===== src/ffha_pkg.sv =====
// ----------------------------------------------------------------------------
// ffha_pkg
// Shared types and constants for the first-fit heap allocator.
// ----------------------------------------------------------------------------
package ffha_pkg;

  localparam int unsigned CMD_W     = 2;
  localparam int unsigned REQ_W     = 16;
  localparam int unsigned OFF_W     = 12;
  localparam int unsigned STAT_W    = 2;
  localparam int unsigned LARGEST_W = 15;
  localparam int unsigned HDR_W     = 16;
  localparam int unsigned CFG_W     = 13;

  localparam logic [CFG_W-1:0]     CFG_RESET   = 13'd4096;
  localparam logic [HDR_W-1:0]     HDR_MAX     = 16'hFFF8;
  localparam logic [LARGEST_W-1:0] LARGEST_SAT = 15'h7FFF;

  typedef enum logic [CMD_W-1:0] {
    CMD_INIT  = 2'd0,
    CMD_ALLOC = 2'd1,
    CMD_FREE  = 2'd2,
    CMD_QUERY = 2'd3
  } cmd_e;

  typedef enum logic [STAT_W-1:0] {
    ST_OK    = 2'd0,
    ST_NOFIT = 2'd1,
    ST_RANGE = 2'd2
  } status_e;

  typedef struct packed {
    logic nxt_in;
    logic free;
    logic fits;
    logic big;
    logic merge_ok;
    logic split_ok;
  } walk_flags_t;

endpackage


===== src/ffha_walk_unit.sv =====
// ----------------------------------------------------------------------------
// ffha_walk_unit
// Shared header arithmetic: next block, fit, merge and split values.
// ----------------------------------------------------------------------------
module ffha_walk_unit import ffha_pkg::*; #(
  parameter int unsigned POOL_WORDS = 4096,
  localparam int unsigned AW  = $clog2(POOL_WORDS),
  localparam int unsigned PW  = (AW + 1 > CFG_W) ? AW + 1 : CFG_W,
  localparam int unsigned NW  = ((AW > HDR_W - 3) ? AW : HDR_W - 3) + 1,
  localparam int unsigned NDW = NW + 3
) (
  input  logic [AW-1:0]    h_i,
  input  logic [HDR_W-1:0] v_i,
  input  logic [HDR_W-1:0] w_i,
  input  logic [NDW-1:0]   need_i,
  input  logic [HDR_W-1:0] largest_i,
  input  logic [PW-1:0]    p_i,
  output logic [NW-1:0]    nxt_o,
  output logic [HDR_W-1:0] sum_o,
  output logic [AW-1:0]    r_o,
  output logic [HDR_W-1:0] rem_o,
  output walk_flags_t      flags_o
);

  localparam int unsigned EW = NW + 3;
  localparam int unsigned RW = NW + 1;
  localparam logic [RW-1:0] DEPTH_R = RW'(POOL_WORDS);

  logic [NW-1:0]  nxt;
  logic [NW-1:0]  room;
  logic [EW-1:0]  ext;
  logic [EW-1:0]  sum_raw;
  logic [EW-1:0]  sum_ext;
  logic [HDR_W-1:0] sum;
  logic [NDW-1:0] need8;
  logic [RW-1:0]  r;

  always_comb begin
    nxt     = NW'(h_i) + NW'(1) + NW'(v_i[HDR_W-1:3]);
    room    = NW'(p_i) - NW'(h_i) - NW'(1);
    ext     = {room, 3'b000};
    sum_raw = EW'(v_i) + EW'(8) + EW'(w_i);
    sum_ext = (sum_raw > ext) ? ext : sum_raw;
    sum     = (sum_ext > EW'(HDR_MAX)) ? HDR_MAX : sum_ext[HDR_W-1:0];
    need8   = need_i + NDW'(8);
    r       = RW'(h_i) + RW'(1) + RW'(need_i >> 3);

    flags_o.nxt_in   = nxt < NW'(p_i);
    flags_o.free     = !v_i[0];
    flags_o.fits     = !v_i[0] && (NDW'(v_i) >= need_i);
    flags_o.big      = !v_i[0] && (v_i > largest_i);
    flags_o.merge_ok = !w_i[0] && (sum > v_i);
    flags_o.split_ok = (NDW'(v_i) >= need8) && (r < DEPTH_R);
  end

  assign nxt_o = nxt;
  assign sum_o = sum;
  assign r_o   = r[AW-1:0];
  assign rem_o = v_i - HDR_W'(8) - need_i[HDR_W-1:0];

endmodule


===== config.mk =====
export PLATFORM = sky130hd
export DESIGN_NAME = ffha_walk_unit
export DESIGN_NICKNAME = d
export VERILOG_FILES = /design/src/ffha_pkg.sv /design/src/ffha_walk_unit.sv
export SDC_FILE = /design/constraint.sdc
export NUM_CORES = 1
export LEC_CHECK = 0
export ABC_AREA = 1
export BUFFER_PORTS_ARGS = -buffer_cell sky130_fd_sc_hd__buf_2
export CAP_MARGIN = 5
export CORE_UTILIZATION = 55
export DETAILED_ROUTE_END_ITERATION = 6
export PLACE_DENSITY = 0.89
export SYNTH_ARGS = -nofsm -noshare
export SYNTH_HDL_FRONTEND = slang
export SYNTH_SLANG_ARGS = --single-unit

===== constraint.sdc =====
create_clock -name vclk -period 9.4
set_input_delay 1.41 -clock vclk [all_inputs]
set_output_delay 1.41 -clock vclk [all_outputs]
set_load 0.02 [all_outputs]

==> qor.csv, run 1 <==
metric,value,unit
syn_inst,1021,
rsz0062_at_grt,no,
drtAntennaViolNets,0,
avgSynthCellArea,6.18,um2
crit_slowest_cell,fa_1,
hold_violations,0,
first_pass_iters,7,
area_growth,14.5,%
status,"complete, no violations",
postCtsSetupBuffers,0,
crit_required,7990,ps
fin_nets,1451,
antenna_found_initial,0,
dpl.hpwl,16600,um
hold_class,in2out,
critical_path_class,in2out,
crit_path_start_kind,input pin,
end_kind,output port,
holdWs,3130,ps
hold_path_depth,3,
crit_buf_inv,6,
io_buffer_count,154,
dr.first_iter.drc_count,422,
regArea,0,um2
die_w,109,um
period_needed,7910,ps
vias_per_cell,5.44,
grt.total_usage,31.3,%
tightest_slew,552,ps
tns,0,ps
synth_cell_types,41,
gr-total-overflow,0,
fmax,0.126,GHz
drive_above_1_share,14.4,%
syn_nets,1298,
vias,7134,
die_y,109,um
critPathTopFamily,simple AND/OR/NAND/NOR gates,
place.gp.congestion,1.01,
crit_cells,38,
slew_headroom,63.2,%
synth_top_area_share,35.9,%
maxCapViolations,0,
syn_area,6310,um2
cellPowerDensity,116,nW/um2
seq_cell_count,0,
leakage,4.53,nW
design.die.area,11900,um2
cts_hold_buf,0,
diodes,0,
fin_crit_sh,84.2,%
wirelength,18700,um
placementRows,38,
cts_resized,0,
report.final.slew_viol_count,0,
fill_cells,1048,
yosysWarnings,0,
drc,0,
yosysSeqAreaShare,0,%
design_area,7220,um2
synth.area.top_cells,"ha_1 36%, nand2_1 16%, inv_1 12%, a21oi_1 6.6%, xor2_1 5.3%",
wl_per_cell,14.2,um
critical_path_arrival,6500,ps
grt_first_pass_wirelength,29700,um
grt_max_degree,18,
synth_top_area_cell,ha_1,
nClkBuffers,0,
ir_drop,83.7,uV
setup_viol,0,
start_util,57.4,%
coreArea,11000,um2
slowest_delay,400,ps
cp_max_fo,17,
place_area,7220,um2
path_common_cell,nand2_1,
pin_count,154,
grt_pass1_vias,6782,
==> where the power goes <==
| group | internal [mW] | total, mW | leakage, nW | switching [mW] |
|---|---|---|---|---|
| combinational | 0.295 | 0.837 | 4.53 | 0.542 |
| clock | 0 | 0 | 0 | 0 |
| sequential | 0 | 0 | 0 | 0 |
==> path summary, 6_finish.rpt <==
| check | start | slack [ps] | endpoint |
|---|---|---|---|
| worst max-delay path | v_i[1] | 1490 | flags_o[1] |
| worst min-delay path | w_i[0] | 3130 | flags_o[1] |
==> synthesized netlist by cell type (6+ instances only) <==
| master | n |
|---|---|
| nand2_1 | 261 |
| inv_1 | 209 |
| ha_1 | 181 |
| a21oi_1 | 83 |
| nand3_1 | 64 |
| nor2_1 | 50 |
| xor2_1 | 38 |
| o21ai_0 | 24 |
| nand4_1 | 14 |
| nor3_1 | 14 |
| xnor2_1 | 14 |
| nand3b_1 | 10 |
| fa_1 | 6 |
==> routing by layer <==
| layer | up-vias | global-route usage (%) | wire [um] |
|---|---|---|---|
| li1 | 3639 | - | - |
| met4 | 0 | 10.9 | 662 |
| met5 | - | 0 | 0 |
| met1 | 3174 | 36.8 | 7610 |
| met2 | 266 | 58.7 | 9000 |
| met3 | 55 | 2.45 | 1390 |
==> cell usage in the layout (no fill, tap or decap), types with 2 or more instances in the layout <==
cell / count
nand3b_1: 10
a221oi_1: 2
o221a_2: 2
nand2_1: 261
xnor2_1: 14
o211ai_1: 3
o21bai_1: 5
o2111ai_1: 2
nand3_1: 64
nand3_2: 3
ha_1: 181
or2_2: 2
nand4_1: 14
a21oi_1: 83
o21ai_0: 24
nand2_2: 2
nor3_1: 14
a21o_1: 4
nor2_1: 50
xor2_1: 38
buf_2: 154
a211oi_1: 4
a31oi_1: 5
o221ai_1: 2
fa_1: 6
nand2_4: 2
inv_1: 209
==> through the flow <==
stage	total power [mW]	instances	setup slack (ps)	utilization [%]
detailed placement	0.826	1312	1530	65.7
floorplan	0.595	1021	1990	-
global placement	0.806	1312	1730	65.7
CTS	0.829	1312	1530	65.7
finish	0.837	1312	1490	65.7
global route	0.934	1312	961	65.7
==> final cells by class <==
| class | instances | area (um2) | area share, % |
|---|---|---|---|
| Inverter | 210 | 788 | 10.9 |
| Multi-Input combinational cell | 808 | 5490 | 76.0 |
| Tap cell | 140 | 175 | 2.43 |
| Timing Repair Buffer | 154 | 771 | 10.7 |
==> cells by family (layout without fill, tap and decap cells) <==
family | count (synthesis) | count (layout) | synth area share [%]
adders and majority gates | 187 | 187 | 37.8
AOI/OAI and AO/OA | 143 | 143 | 13.0
and+or+nand+nor | 426 | 426 | 29.0
xor gates and xnor gates | 52 | 52 | 7.22
buffers and inverters | 213 | 364 | 13.0
Power figures use the tool's default switching activity.
==> run 2, diff against run 1 <==
--- a/config.mk
+++ b/config.mk
@@ -5,12 +5,12 @@
 export SDC_FILE = /design/constraint.sdc
 export NUM_CORES = 1
 export LEC_CHECK = 0
-export ABC_AREA = 1
+export ABC_AREA = 0
 export BUFFER_PORTS_ARGS = -buffer_cell sky130_fd_sc_hd__buf_2
 export CAP_MARGIN = 5
 export CORE_UTILIZATION = 55
 export DETAILED_ROUTE_END_ITERATION = 6
-export PLACE_DENSITY = 0.89
+export PLACE_DENSITY = 0.9
 export SYNTH_ARGS = -nofsm -noshare
 export SYNTH_HDL_FRONTEND = slang
 export SYNTH_SLANG_ARGS = --single-unit
==> constraint.sdc (replaced) <==
create_clock -name vclk -period 7.4
set_input_delay 1.11 -clock vclk [all_inputs]
set_output_delay 1.11 -clock vclk [all_outputs]
set_load 0.02 [all_outputs]
==> qor.csv, run 2 <==
metric,value,unit
period_needed,7410,ps
synth_top_area_cell,ha_1,
yosysWarnings,0,
hold_class,in2out,
synth_common_cells,"181 x ha_1, 127 x inv_1, 58 x a21oi_1, 57 x nor2_1, 49 x nand2_1",
yosysSeqAreaShare,0,%
placementRows,37,
cp_max_fo,4,
setup_viol,1,
syn_inst,803,
synth_top_area_share,38.7,%
fin_ws,-6.15,ps
place.gp.congestion,1.04,
hold_path_depth,3,
fin_crit_sh,100,%
status,"finished, violations left",
coreArea,10300,um2
end_kind,output port,
wirelength,18700,um
crit_path_start_kind,input pin,
regArea,0,um2
syn_nets,1080,
violations,setup timing,
fin_nets,1274,
rsz0062_at_grt,yes,
seq_cell_count,0,
grt_max_degree,27,
grt.total_usage,31.9,%
final_util,70.5,%
tightest_slew,544,ps
maxCapViolations,0,
multiInputGateArea,5530,um2
whs_endpoint,flags_o[3],
synth_cell_types,58,
yosysMostFrequentCell,ha_1,
grt_pass1_vias,6308,
drc,0,
slowest_delay,320,ps
antenna_found_initial,1,
wl_per_cell,16.5,um
place_area,7000,um2
startpoint,v_i[3],
die_y,105,um
nClkBuffers,0,
leakage,3.96,nW
hold_violations,0,
area_growth,24.4,%
fill_cells,824,
hold_start,need_i[16],
synth.area.top_cells,"ha_1 39%, inv_1 8.1%, xnor2_1 7.0%, a21oi_1 5.0%, nor2_1 3.7%",
cellPowerDensity,163,nW/um2
vias_per_cell,5.89,
crit_required,6290,ps
design_area,7280,um2
drive_above_1_share,23.8,%
report.final.slew_viol_count,0,
first_pass_iters,5,
dr.first_iter.drc_count,445,
crit_slowest_cell,ha_2,
grt_first_pass_wirelength,28700,um
fmax,0.135,GHz
dpl.hpwl,15500,um
layout.cells.most_common_list,"172 x ha_1, 152 x buf_2, 125 x inv_1, 56 x nor2_1, 54 x a21oi_1",
pin_count,154,
io_buffer_count,154,
gr-total-overflow,0,
critical_path_arrival,6300,ps
critical_path_class,in2out,
start_util,56.7,%
avgSynthCellArea,7.29,um2
design.die.area,11100,um2
final_common_cell,ha_1,
die_w,105,um
syn_area,5850,um2
drtAntennaViolNets,0,
vias,6668,
ir_drop,179,uV
slew_headroom,63.4,%
-- run 2: timing repair --
action / CTS / global route
setup buffers: 9 / 4
hold buffers: 0 / 0
setup endpoints to repair: 1 / 1
resized for setup: 14 / 23
pin swaps: 15 / 19
-- run 2: power by group --
part	switching, mW	internal [mW]
combinational	0.704	0.481
sequential	0	0
clock	0	0.0000000181
total	0.704	0.481
-- run 2: cell families (layout without fill, tap and decap cells) --
logic type	count (synthesis)	count (layout)	synth area share, %
and+or+nand+nor	221	221	18.9
adders and majority gates	187	187	40.7
other	0	1	0
xor gates and xnor gates	63	63	9.43
buffers and inverters	131	323	8.44
AOI/OAI and AO/OA	201	201	22.4
-- run 2: layout make-up --
cell class,instances,area share [%]
Antenna cell,1,0.0344
Inverter,127,6.55
Multi-Input combinational cell,672,75.9
Tap cell,136,2.34
Timing Repair Buffer,196,15.1
-- run 2: worst max path at each step --
stage | endpoint | slack [ps] | cells after the start
final | flags_o[1] | -6 | 32
after global routing | flags_o[1] | -180 | 30
after CTS | flags_o[1] | 6 | 32
after detailed placement | flags_o[1] | -330 | 31
after global placement | flags_o[1] | 10 | 31
after floorplan | flags_o[1] | 180 | 27
-- run 2: routing by layer --
metal  vias to the layer above  GRT usage [%]  wire [um]
met5                         -              0          0
met4                         0           10.8        674
met3                        55           3.93       1760
met2                       338           56.0       8840
met1                      3031           40.1       7420
li1                       3244              -          -
-- run 2: through the flow --
step	worst slack (ps)	instances	hold WS, ps	TNS [ps]	total power [mW]
6_report	-6.15	1132	2610	-6.15	1.18
3_5_place_dp	-334	1119	2600	-334	1.07
3_3_place_gp	14.4	1119	2590	0	1.05
5_1_grt	-182	1131	2630	-182	1.29
2_1_floorplan	180	803	2320	0	0.743
4_1_cts	5.59	1127	2600	0	1.12
-- run 2: worst max-delay path: cells and delay by family --
family          cells  cell delay (ps)
compound gates     11             1900
simple gates       10             1350
fa+ha+maj           4             1070
buf+inv             6              690
xor+xnor            1              160
